## config.mk

```make
export PLATFORM = sky130hd
export DESIGN_NAME = distinct_substring_counter_top_flat
export DESIGN_NICKNAME = d
export VERILOG_FILES = /design/src/sv/dsc_pkg.sv /design/src/sv/dsc_if.sv /design/src/sv/dsc_text_mem.sv /design/src/sv/dsc_seq.sv /design/src/sv/distinct_substring_counter_top.sv /design/src/flat_wrapper.sv
export VERILOG_INCLUDE_DIRS = /design/src /design/src/sv
export SDC_FILE = /design/constraint.sdc
export NUM_CORES = 2
export LEC_CHECK = 0
export BUFFER_PORTS_ARGS = -buffer_cell sky130_fd_sc_hd__buf_2
export CAP_MARGIN = 0
export CORE_MARGIN = 4
export CORE_UTILIZATION = 60
export DETAILED_ROUTE_END_ITERATION = 10
export PLACE_DENSITY = 0.8
export SYNTH_ARGS = -nofsm -noshare
export SYNTH_HDL_FRONTEND = slang
export SYNTH_SLANG_ARGS = --single-unit
```

## constraint.sdc

```tcl
create_clock -name clk -period 15.5 [get_ports clk]
set_clock_uncertainty 0.05 [all_clocks]
set_input_delay 3.1 -clock clk [delete_from_list [all_inputs] [get_ports clk]]
set_output_delay 3.1 -clock clk [all_outputs]
set_load 0.05 [all_outputs]
```

## src/sv/assert_macros.svh

```systemverilog
// Assertion macros used by the sequencer RTL module.
`ifndef ASSERT_MACROS_SVH
`define ASSERT_MACROS_SVH
`ifndef ASSERT_OFF
// Clocked check, masked while reset is asserted.
`define ASSERT_PROP(lbl, prop) \
  lbl: assert property (@(posedge clk) disable iff (!rst_n) prop) \
    else $error("assertion failed");
// Clocked check that also holds through reset.
`define ASSERT_ALWAYS(lbl, prop) \
  lbl: assert property (@(posedge clk) prop) else $error("assertion failed");
`else
`define ASSERT_PROP(lbl, prop)
`define ASSERT_ALWAYS(lbl, prop)
`endif
`endif

```

## src/sv/dsc_pkg.sv

```systemverilog
// Package: constants shared by the substring counter files.
`default_nettype none
package dsc_pkg;
  localparam int MAX_LEN_DEF  = 256;
  localparam int ALPHABET_DEF = 256;
  localparam int CHAR_W       = 8;
  localparam int COUNT_W      = 16;
endpackage
`default_nettype wire

```

## src/sv/dsc_if.sv

```systemverilog
// Interfaces: input byte channel and result channel.
`default_nettype none
interface dsc_in_if;
  import dsc_pkg::*;
  logic              valid;
  logic              ready;
  logic [CHAR_W-1:0] char_in;
  logic              last_char;
  modport source (output valid, output char_in, output last_char, input ready);
  modport sink   (input valid, input char_in, input last_char, output ready);
endinterface

interface dsc_out_if;
  import dsc_pkg::*;
  logic               valid;
  logic               ready;
  logic [COUNT_W-1:0] substring_count;
  logic               too_long;
  modport source (output valid, output substring_count, output too_long, input ready);
  modport sink   (input valid, input substring_count, input too_long, output ready);
endinterface
`default_nettype wire

```

## src/sv/dsc_text_mem.sv

```systemverilog
// Text memory: one write port, two registered read ports.
`default_nettype none
module dsc_text_mem #(
  parameter int MAX_LEN = dsc_pkg::MAX_LEN_DEF
) (
  input  wire logic                         clk,
  input  wire logic                         wr_en,
  input  wire logic [$clog2(MAX_LEN)-1:0]   wr_addr,
  input  wire logic [dsc_pkg::CHAR_W-1:0]   wr_data,
  input  wire logic [$clog2(MAX_LEN)-1:0]   rd_addr_a,
  input  wire logic [$clog2(MAX_LEN)-1:0]   rd_addr_b,
  output logic      [dsc_pkg::CHAR_W-1:0]   rd_data_a,
  output logic      [dsc_pkg::CHAR_W-1:0]   rd_data_b
);
  import dsc_pkg::*;

  logic [CHAR_W-1:0] mem [MAX_LEN];

  always_ff @(posedge clk) begin
    if (wr_en) begin
      mem[wr_addr] <= wr_data;
    end
    rd_data_a <= mem[rd_addr_a];
    rd_data_b <= mem[rd_addr_b];
  end
endmodule
`default_nettype wire

```

## src/sv/dsc_seq.sv

```systemverilog
// Sequencer: load, diagonal compare sweep, per-position max store, final sum.
`default_nettype none
`include "assert_macros.svh"
module dsc_seq #(
  parameter int MAX_LEN  = dsc_pkg::MAX_LEN_DEF,
  parameter int ALPHABET = dsc_pkg::ALPHABET_DEF
) (
  input  wire logic                         clk,
  input  wire logic                         rst_n,
  input  wire logic                         in_valid,
  output logic                              in_ready,
  input  wire logic [dsc_pkg::CHAR_W-1:0]   char_in,
  input  wire logic                         last_char,
  output logic                              out_valid,
  input  wire logic                         out_ready,
  output logic      [dsc_pkg::COUNT_W-1:0]  substring_count,
  output logic                              too_long,
  output logic                              mem_wr_en,
  output logic      [$clog2(MAX_LEN)-1:0]   mem_wr_addr,
  output logic      [dsc_pkg::CHAR_W-1:0]   mem_wr_data,
  output logic      [$clog2(MAX_LEN)-1:0]   mem_rd_addr_a,
  output logic      [$clog2(MAX_LEN)-1:0]   mem_rd_addr_b,
  input  wire logic [dsc_pkg::CHAR_W-1:0]   mem_rd_data_a,
  input  wire logic [dsc_pkg::CHAR_W-1:0]   mem_rd_data_b
);
  import dsc_pkg::*;

  localparam int AW = $clog2(MAX_LEN);
  localparam int LW = $clog2(MAX_LEN + 1);

  typedef enum logic [2:0] {S_LOAD, S_RD, S_WR, S_SRD, S_SADD, S_OUT} state_t;

  state_t             state_r;
  logic [LW-1:0]      len_r;
  logic               ovf_r;
  logic [AW-1:0]      d_r;
  logic [AW-1:0]      i_r;
  logic [AW-1:0]      run_r;
  logic [COUNT_W-1:0] acc_r;
  logic               out_valid_r;
  logic [COUNT_W-1:0] count_r;
  logic               too_long_r;

  // longest match of position i with any later position
  logic [AW-1:0] maxl_mem [MAX_LEN];
  logic [AW-1:0] maxl_q;

  logic               accept;
  logic               fits;
  logic [LW-1:0]      len_nxt;
  logic               ovf_nxt;
  logic [CHAR_W-1:0]  char_sat;
  logic [AW-1:0]      run_nxt;
  logic [AW-1:0]      max_nxt;
  logic [COUNT_W-1:0] acc_nxt;

  assign in_ready = (state_r == S_LOAD);
  assign accept   = in_valid && in_ready;
  assign fits     = (len_r < LW'(MAX_LEN));
  assign len_nxt  = fits ? len_r + LW'(1) : len_r;
  assign ovf_nxt  = ovf_r || !fits;
  assign char_sat = ({1'b0, char_in} >= (CHAR_W+1)'(ALPHABET)) ?
                    CHAR_W'(ALPHABET - 1) : char_in;

  assign mem_wr_en     = accept && fits;
  assign mem_wr_addr   = len_r[AW-1:0];
  assign mem_wr_data   = char_sat;
  assign mem_rd_addr_a = i_r;
  assign mem_rd_addr_b = i_r + d_r;

  assign run_nxt = (mem_rd_data_a == mem_rd_data_b) ? run_r + AW'(1) : '0;
  assign max_nxt = (d_r == AW'(1) || run_nxt > maxl_q) ? run_nxt : maxl_q;
  assign acc_nxt = acc_r + COUNT_W'(len_r - LW'(i_r)) - COUNT_W'(maxl_q);

  assign out_valid       = out_valid_r;
  assign substring_count = count_r;
  assign too_long        = too_long_r;

  always_ff @(posedge clk) begin
    if (state_r == S_WR) begin
      maxl_mem[i_r] <= max_nxt;
    end
    maxl_q <= maxl_mem[i_r];
  end

  always_ff @(posedge clk) begin
    if (!rst_n) begin
      state_r     <= S_LOAD;
      len_r       <= '0;
      ovf_r       <= 1'b0;
      out_valid_r <= 1'b0;
      d_r         <= '0;
      i_r         <= '0;
      run_r       <= '0;
      acc_r       <= '0;
      count_r     <= '0;
      too_long_r  <= 1'b0;
    end else begin
      unique case (state_r)
        S_LOAD: begin
          if (accept) begin
            len_r <= len_nxt;
            ovf_r <= ovf_nxt;
            if (last_char) begin
              if (ovf_nxt) begin
                count_r     <= '0;
                too_long_r  <= 1'b1;
                out_valid_r <= 1'b1;
                state_r     <= S_OUT;
              end else if (len_nxt == LW'(1)) begin
                count_r     <= COUNT_W'(1);
                too_long_r  <= 1'b0;
                out_valid_r <= 1'b1;
                state_r     <= S_OUT;
              end else begin
                d_r     <= AW'(1);
                i_r     <= AW'(len_nxt - LW'(2));
                run_r   <= '0;
                acc_r   <= COUNT_W'(1);
                state_r <= S_RD;
              end
            end
          end
        end
        S_RD: state_r <= S_WR;
        S_WR: begin
          if (i_r == '0) begin
            run_r <= '0;
            if (d_r == AW'(len_r - LW'(1))) begin
              state_r <= S_SRD;
            end else begin
              d_r     <= d_r + AW'(1);
              i_r     <= AW'(len_r - LW'(2) - LW'(d_r));
              state_r <= S_RD;
            end
          end else begin
            i_r     <= i_r - AW'(1);
            run_r   <= run_nxt;
            state_r <= S_RD;
          end
        end
        S_SRD: state_r <= S_SADD;
        S_SADD: begin
          acc_r <= acc_nxt;
          if (i_r == AW'(len_r - LW'(2))) begin
            count_r     <= acc_nxt;
            too_long_r  <= 1'b0;
            out_valid_r <= 1'b1;
            state_r     <= S_OUT;
          end else begin
            i_r     <= i_r + AW'(1);
            state_r <= S_SRD;
          end
        end
        S_OUT: begin
          if (out_ready) begin
            out_valid_r <= 1'b0;
            len_r       <= '0;
            ovf_r       <= 1'b0;
            state_r     <= S_LOAD;
          end
        end
        default: state_r <= S_LOAD;
      endcase
    end
  end

  `ASSERT_PROP(a_no_load_while_out, out_valid_r |-> !in_ready)
  `ASSERT_PROP(a_diag_in_range, (state_r == S_WR) |-> (LW'(d_r) < len_r))
  `ASSERT_PROP(a_overflow_zero, (out_valid_r && too_long_r) |-> (count_r == '0))
  `ASSERT_ALWAYS(a_reset_idle, !rst_n |=> (in_ready && !out_valid_r))
endmodule
`default_nettype wire

```

## src/sv/distinct_substring_counter_top.sv

```systemverilog
// Top level: distinct substring counter with byte input and count output.
// Bytes of a string arrive one word at a time; the word flagged last_char
// closes the string and triggers one result word carrying the number of
// distinct nonempty substrings (low 16 bits) and the too_long flag. Strings
// longer than MAX_LEN keep their first MAX_LEN bytes, drop the rest and report
// count 0 with too_long set. Bytes at or above ALPHABET saturate to ALPHABET-1.
// Loading accepts one byte per cycle. For a string of n bytes the compute phase
// walks every diagonal of the pair table, one pair at a time (read, then
// update) through the two read ports of the text memory, then sums the
// per-position match maxima; a single-byte or too-long string skips compute.
// The result then waits in an output register until taken. Input is ready
// again the cycle after the result word moves. No input word is taken during
// compute or while a result is pending. No clearing pass after reset is needed.
`default_nettype none
module distinct_substring_counter_top #(
  parameter int MAX_LEN  = dsc_pkg::MAX_LEN_DEF,
  parameter int ALPHABET = dsc_pkg::ALPHABET_DEF
) (
  input wire logic clk,
  input wire logic rst_n,
  dsc_in_if.sink   in_ch,
  dsc_out_if.source out_ch
);
  import dsc_pkg::*;

  localparam int AW = $clog2(MAX_LEN);

  // text memory hookup
  logic              mem_wr_en;
  logic [AW-1:0]     mem_wr_addr;
  logic [CHAR_W-1:0] mem_wr_data;
  logic [AW-1:0]     mem_rd_addr_a;
  logic [AW-1:0]     mem_rd_addr_b;
  logic [CHAR_W-1:0] mem_rd_data_a;
  logic [CHAR_W-1:0] mem_rd_data_b;

  // sequencer: load, compare sweep, sum, result register
  dsc_seq #(
    .MAX_LEN  (MAX_LEN),
    .ALPHABET (ALPHABET)
  ) u_seq (
    .clk             (clk),
    .rst_n           (rst_n),
    .in_valid        (in_ch.valid),
    .in_ready        (in_ch.ready),
    .char_in         (in_ch.char_in),
    .last_char       (in_ch.last_char),
    .out_valid       (out_ch.valid),
    .out_ready       (out_ch.ready),
    .substring_count (out_ch.substring_count),
    .too_long        (out_ch.too_long),
    .mem_wr_en       (mem_wr_en),
    .mem_wr_addr     (mem_wr_addr),
    .mem_wr_data     (mem_wr_data),
    .mem_rd_addr_a   (mem_rd_addr_a),
    .mem_rd_addr_b   (mem_rd_addr_b),
    .mem_rd_data_a   (mem_rd_data_a),
    .mem_rd_data_b   (mem_rd_data_b)
  );

  // string storage, two reads per cycle for the pair compare
  dsc_text_mem #(
    .MAX_LEN (MAX_LEN)
  ) u_text (
    .clk       (clk),
    .wr_en     (mem_wr_en),
    .wr_addr   (mem_wr_addr),
    .wr_data   (mem_wr_data),
    .rd_addr_a (mem_rd_addr_a),
    .rd_addr_b (mem_rd_addr_b),
    .rd_data_a (mem_rd_data_a),
    .rd_data_b (mem_rd_data_b)
  );
endmodule
`default_nettype wire

```

## src/flat_wrapper.sv

```systemverilog
// flat-port wrapper written by rule: the top's interface ports become plain ports
module distinct_substring_counter_top_flat import dsc_pkg::*;
#(
  parameter int MAX_LEN  = dsc_pkg::MAX_LEN_DEF,
  parameter int ALPHABET = dsc_pkg::ALPHABET_DEF
)
  (clk, rst_n, in_ch_valid, in_ch_char_in, in_ch_last_char, in_ch_ready, out_ch_valid, out_ch_substring_count, out_ch_too_long, out_ch_ready);
  dsc_in_if in_ch_i ();
  dsc_out_if out_ch_i ();
  input wire logic clk;
  input wire logic rst_n;
  input wire logic [$bits(in_ch_i.valid)-1:0] in_ch_valid;
  input wire logic [$bits(in_ch_i.char_in)-1:0] in_ch_char_in;
  input wire logic [$bits(in_ch_i.last_char)-1:0] in_ch_last_char;
  output wire logic [$bits(in_ch_i.ready)-1:0] in_ch_ready;
  output wire logic [$bits(out_ch_i.valid)-1:0] out_ch_valid;
  output wire logic [$bits(out_ch_i.substring_count)-1:0] out_ch_substring_count;
  output wire logic [$bits(out_ch_i.too_long)-1:0] out_ch_too_long;
  input wire logic [$bits(out_ch_i.ready)-1:0] out_ch_ready;
  assign in_ch_i.valid = in_ch_valid;
  assign in_ch_i.char_in = in_ch_char_in;
  assign in_ch_i.last_char = in_ch_last_char;
  assign in_ch_ready = in_ch_i.ready;
  assign out_ch_valid = out_ch_i.valid;
  assign out_ch_substring_count = out_ch_i.substring_count;
  assign out_ch_too_long = out_ch_i.too_long;
  assign out_ch_i.ready = out_ch_ready;
  distinct_substring_counter_top #(.MAX_LEN(MAX_LEN), .ALPHABET(ALPHABET)) u_core (.clk(clk), .rst_n(rst_n), .in_ch(in_ch_i), .out_ch(out_ch_i));
endmodule
```

After elaboration in Yosys (flattened, before gate mapping)
Memory sizes are Yosys's and may differ from the RTL's. A register that Yosys moved wholly into a read port is not among the register bits. Cells that the tools add are included.

Register bits: 71. RAM bits: 4096. Bits of input ports: 13. Output and inout port bits: 19. Word-level logic and storage cells: 134. Memories: 2.

Add/sub/neg operators: 13. Magnitude comparators: 2. Equal/unequal tests: 21. Muxes and demuxes: 66. Reductions and logical operators: 20.

Memories: u_core.u_seq.maxl_mem (words 256, width 8, read ports 1, clocked after memory_dff 1, write ports 1, line dsc_seq.sv:45) `logic [AW-1:0] maxl_mem [MAX_LEN];`; u_core.u_text.mem (words 256, width 8, read ports 2, clocked after memory_dff 2, write ports 1, line dsc_text_mem.sv:17) `logic [CHAR_W-1:0] mem [MAX_LEN];`.

Operators with widths (count): $mux W8 (20); $mux W16 (9); $pmux W16 S2 (2); $pmux W8 S2 (2); $mux W9 (3); $add A8 B1 Y8 const B (3); $eq A8 B8 Y1 (3); $pmux W8 S3 (1); $mux W3 (7); $pmux W3 S6 (1); $pmux W9 S2 (1); $add A16 B16 Y16 (1); $mux W1 (16); $sub A16 B8 Y16 (1); $sub A8 B1 Y8 const B (2); $sub A8 B2 Y8 const B (2); $reduce_and A5 Y1 (3); $ne A2 B2 Y1 const B (7); $reduce_and A7 Y1 (2); $sub A9 B8 Y10 (1); $add A9 B1 Y9 const B (1); $eq A9 B1 Y1 const B (1); $lt A9 B9 Y1 const B (1); $add A8 B8 Y8 (1); other kinds (21) (31).

Logic depth before layout (Yosys ltp)
Depth in word-level cells: 8. Gate-level depth with buffers: 23. Mapped depth without buffers: 21.

By module
A second synthesis with hierarchy kept.

Cells, all modules: 9083. Area total of the unflattened synthesis: 182966.7 sq um.

Modules (own cells, without submodules): dsc_text_mem (instances 1, cells an instance 4847, area each 96973.0 sq um, seq. area each 61819.3 sq um); dsc_seq (instances 1, cells an instance 4236, area each 85993.7 sq um, seq. area each 63080.5 sq um).

Worst setup path after synthesis
Ideal clock, no wire load.

Kind: reg2reg. Start: reg u_core.u_text.rd_data_b[4] in the netlist's numbering, read port of u_core.u_text.mem. End: mem u_core.u_seq.maxl_mem[0][0] in the netlist's numbering (data pin). Setup time: 1636 ps. Data arrival time: 9623 ps. Required time: 13814 ps. Path slack: 4191 ps. Stages on the path, launching flop included: 15. Buffers on the path: 1. Period minus slack after synthesis: 11309 ps. Path through: dfxtp_1 -> xor2_1 -> nor4_1 -> nand2_1 -> or2_2 -> ha_1 -> nor2b_1 -> o21a_1 -> o21ai_0 -> nand2b_1 -> a21oi_1 -> o21ai_0 -> a22o_1 -> clkbuf_1 -> mux2i_1.

Cells in the longest elaborated chain, start to end: 5.

RTL lines: start, declared (line dsc_text_mem.sv:13) `output logic [dsc_pkg::CHAR_W-1:0] rd_data_b`; $eq A8 B8 Y1 * (line dsc_seq.sv:71) `assign run_nxt = (mem_rd_data_a == mem_rd_data_b) ? run_r + AW'(1) : '0;`; $mux W8 * (line dsc_seq.sv:71); $gt A8 B8 Y1 (line dsc_seq.sv:72) `assign max_nxt = (d_r == AW'(1) || run_nxt > maxl_q) ? run_nxt : maxl_q;`; $logic_or A1 B1 Y1 (line dsc_seq.sv:72); $mux W8 * (line dsc_seq.sv:72); net u_core.u_seq.max_nxt[0] (line dsc_seq.sv:54) `logic [AW-1:0] max_nxt;`; end, declared (line dsc_seq.sv:45).

The timed path passes the listed nets; every way through them passes the cells marked *.

==> results.sh <==
export IMPL_status="finished clean"
export IMPL_final_nets=9084
export IMPL_cp_depth=10
export IMPL_synth_cell_types=74
export IMPL_clockBufferDepth=4
export IMPL_ir_drop_mv=0.500
export IMPL_timing_critical_path_from="u_core.u_seq.mem_rd_addr_a[1]"
export IMPL_wl_um=548000
export IMPL_stdcell_count=13300
export IMPL_intPower_mw=23.3
export IMPL_cts_root_buf="clkbuf_16"
export IMPL_sw_frac_of_total_pct=33.4
export IMPL_critPathRequiredTime_ns=16.23
export IMPL_fp_coreArea_mm2=0.301
export IMPL_synth_top_area_cell="edfxtp_1"
export IMPL_vias=103000
export IMPL_antenna_found_initial=24
export IMPL_criticalPathCategory="reg2reg"
export IMPL_io_buffers=31
export IMPL_fmax_mhz=144
export IMPL_setup_viol=0
export IMPL_drv_slew=0
export IMPL_p_sw_mw=11.7
export IMPL_synthFlopType="edfxtp_1"
export IMPL_final_common_cell="edfxtp_1"
export IMPL_syn_mean_instance_area_um2=20.2
export IMPL_htreeDepth=5
export IMPL_ctsHoldBuffers=0
export IMPL_netlist_instances=9010
export IMPL_wl_per_cell_um=41.2
export IMPL_power_density_mw_per_mm2=176
export IMPL_grt_max_degree=234
export IMPL_ios=32
export IMPL_synth_top_cell_area_share_pct=67.7
export IMPL_worst_slew_pin_slew_ns=1.41
export IMPL_numCtsBuffers=400
export IMPL_first_pass_iters=9
export IMPL_critPathMaxFanout=125
export IMPL_grt_overflow_total=0
export IMPL_final_hold_viol_count=0
export IMPL_rrSetupSlack_ns=8.55
export IMPL_p_leak_nw=60.6
export IMPL_fin_tns_setup_ns=0
export IMPL_synth_area_leaders="edfxtp_1, mux4_2, nor2_1, nand2_1, dfxtp_1"
export IMPL_layout_min_cycle_time_ns=6.95
export IMPL_critPathCaptureType="flip-flop"
export IMPL_dp_hpwl_um=298000
export IMPL_synth_fp_nets=9104
export IMPL_utilization_pct=66.1
export IMPL_via_per_inst=7.76
export IMPL_reg2reg_to="u_core.u_seq.maxl_q[4]"
export IMPL_p_seq_share_pct=38.8
export IMPL_synth_edf_count=4096
export IMPL_cts_tree="done"
export IMPL_syn_area_mm2=0.182
export IMPL_dieArea_mm2=0.312
export IMPL_ys_seq_elements=4191
export IMPL_synthArstFlopShare_pct=0
export IMPL_num_rows=201
export IMPL_area_delta_synth_final_pct=9.39
export IMPL_slowest_delay_ns=0.81
export IMPL_clock_latency_ns=0.95
export IMPL_grt_pass1_vias=102000
export IMPL_place_inst=12500
export IMPL_clkPwrFrac_pct=28.3
export IMPL_layout_drive_gt1_share_pct=28.8
export IMPL_combPwrFrac_pct=32.9
export IMPL_crit_end="u_core.u_seq.maxl_q[4]"
export IMPL_critical_path_startpoint_type="flip-flop"
export IMPL_reg2reg_depth=10
export IMPL_max_slew_margin_pct=5.03
export IMPL_finalCritPeriodShare_pct=44.9
export IMPL_crit_family="buffers and inverters"
export IMPL_crit_chain="buf_12, buf_4, buf_4, buf_12, mux4_2, mux4_2, mux2i_1, nor3_1, nor4_1, o21ai_0"
export IMPL_critical_path_slowest_cell="buf_4"
export IMPL_fp_dieH_um=558
export IMPL_drt_iter0_drc=19600
export IMPL_drc=0
export IMPL_cts_resized=0
export IMPL_cap_viol_max_count=0
export IMPL_crit_buf_inv=4
export IMPL_postCtsSetupBuffers=0
export IMPL_initial_core_util_pct=60.4
export IMPL_grtUsageTotal_pct=35.3
export IMPL_r2r_start="u_core.u_seq.mem_rd_addr_a[1]"
export IMPL_cts_sinks=4191
export IMPL_ant_nets=0
export IMPL_mostFrequentLayoutCells="edfxtp_1, mux4_2, nor2_1"
export IMPL_clk_pin_slew_worst_paths_ns=0.07
export IMPL_grt_pass1_wl_um=778000
export IMPL_hp_class="reg2reg"
export IMPL_ys_warn_count=0
export IMPL_routabilityCongestion=0.945
export IMPL_ys_seq_area_share_pct=68.7
export IMPL_arrival_ns=7.68
export IMPL_rsz0062_at_grt="no"
export IMPL_die_x_um=558
==> cell families (layout without fill, tap and decap cells) <==
family                     after synthesis  after routing  synth area share, %
AOI/OAI and AO/OA                      462            462                 1.81
xor gates and xnor gates                78             78                0.391
adders and majority gates               81             81                0.603
buffers and inverters                  724           1027                 1.81
DFF                                   4191           4191                 68.7
muxes                                 1885           1885                 22.9
other                                    0             30                    0
and+or+nand+nor                       1589           1589                 3.74
==> tightest hold or removal path: stages, from the launching register on <==
cell and delay (ns):
dfxtp_1 0.32, inv_1 0.05, a21oi_1 0.05
==> cells in the mapped netlist (7+ instances only) <==
master,number
a211o_1,14
a211oi_1,36
a21boi_0,10
a21o_1,15
a21oi_1,78
a221oi_1,15
a22oi_1,27
a311oi_1,58
a31oi_1,60
a32oi_1,28
and2_1,9
and3_1,88
buf_1,61
buf_2,155
buf_4,41
buf_6,30
clkbuf_1,350
dfxtp_1,95
edfxtp_1,4096
fa_1,11
ha_1,70
inv_1,84
mux2_2,12
mux2i_1,56
mux4_2,1817
nand2_1,536
nand2b_1,12
nand3_1,168
nand4_1,35
nor2_1,641
nor2b_1,15
nor3_1,32
nor4_1,18
o211ai_1,10
o21a_1,9
o21ai_0,37
o22ai_1,7
o31ai_1,15
or3_1,7
xnor2_1,43
xor2_1,33
==> cell type report <==
cell class / count / area (um2)
antenna: 30 / 75.1
fill: 17800 / 102000
timing repair buffer: 215 / 1800
clock inverter: 226 / 2090
clock buffer: 499 / 10600
inverter: 87 / 337
multi-input combinational: 4095 / 53900
sequential: 4191 / 125000
tap: 3958 / 4950
==> through the flow <==
stage	instance area, um2	power, mW	hold slack (ns)	worst slack (ns)
floorplan	182000	21.2	0.378	4.19
global placement	186000	24.6	0.389	8.47
detailed placement	186000	24.8	0.405	8.54
CTS	199000	34.6	0.413	8.50
global route	199000	35.8	0.442	8.04
finish	199000	35.0	0.412	8.55
==> state kept, by name, summed over array words and instances, names as in the netlist, 9 cells and up <==
| signal | count |
|---|---|
| u_core.u_seq.acc_r | 16 |
| u_core.u_text.mem | 2048 |
| u_core.u_seq.maxl_mem | 2048 |
| u_core.u_seq.len_r | 9 |
| u_core.u_seq.substring_count | 16 |
==> worst min path at each step <==
stage	startpoint	endpoint	slack, ns	cells after the start
after floorplan	u_core.u_seq.acc_r[0]	u_core.u_seq.acc_r[0]	0.38	2
after global placement	u_core.u_seq.acc_r[0]	u_core.u_seq.acc_r[0]	0.39	2
after detailed placement	u_core.u_seq.acc_r[0]	u_core.u_seq.acc_r[0]	0.40	2
after CTS	u_core.u_seq.acc_r[0]	u_core.u_seq.acc_r[0]	0.41	2
after global routing	u_core.u_seq.acc_r[0]	u_core.u_seq.acc_r[0]	0.44	2
final	u_core.u_seq.acc_r[0]	u_core.u_seq.acc_r[0]	0.41	2
==> layer usage <==
| metal | GRT usage, % | routed length, um | share of wire (%) | vias up |
|---|---|---|---|---|
| li1 | - | - | - | 37900 |
| met1 | 45.4 | 172000 | 31 | 53000 |
| met2 | 53.9 | 257000 | 47 | 10100 |
| met3 | 10.1 | 74900 | 14 | 2091 |
| met4 | 22.1 | 43400 | 7.9 | 20 |
| met5 | 0 | 190 | 0.035 | - |
==> power groups by stage <==
| stage | combinational (mW) | sequential [mW] | clock, mW |
|---|---|---|---|
| final | 11.5 | 13.6 | 9.88 |
| after global routing | 11.9 | 13.6 | 10.4 |
| after CTS | 11.2 | 13.6 | 9.86 |
| after detailed placement | 11.0 | 13.8 | 0 |
| after global placement | 10.8 | 13.8 | 0 |
| after floorplan | 7.38 | 13.8 | 0 |
No activity file was read; power rests on OpenSTA's default activity.
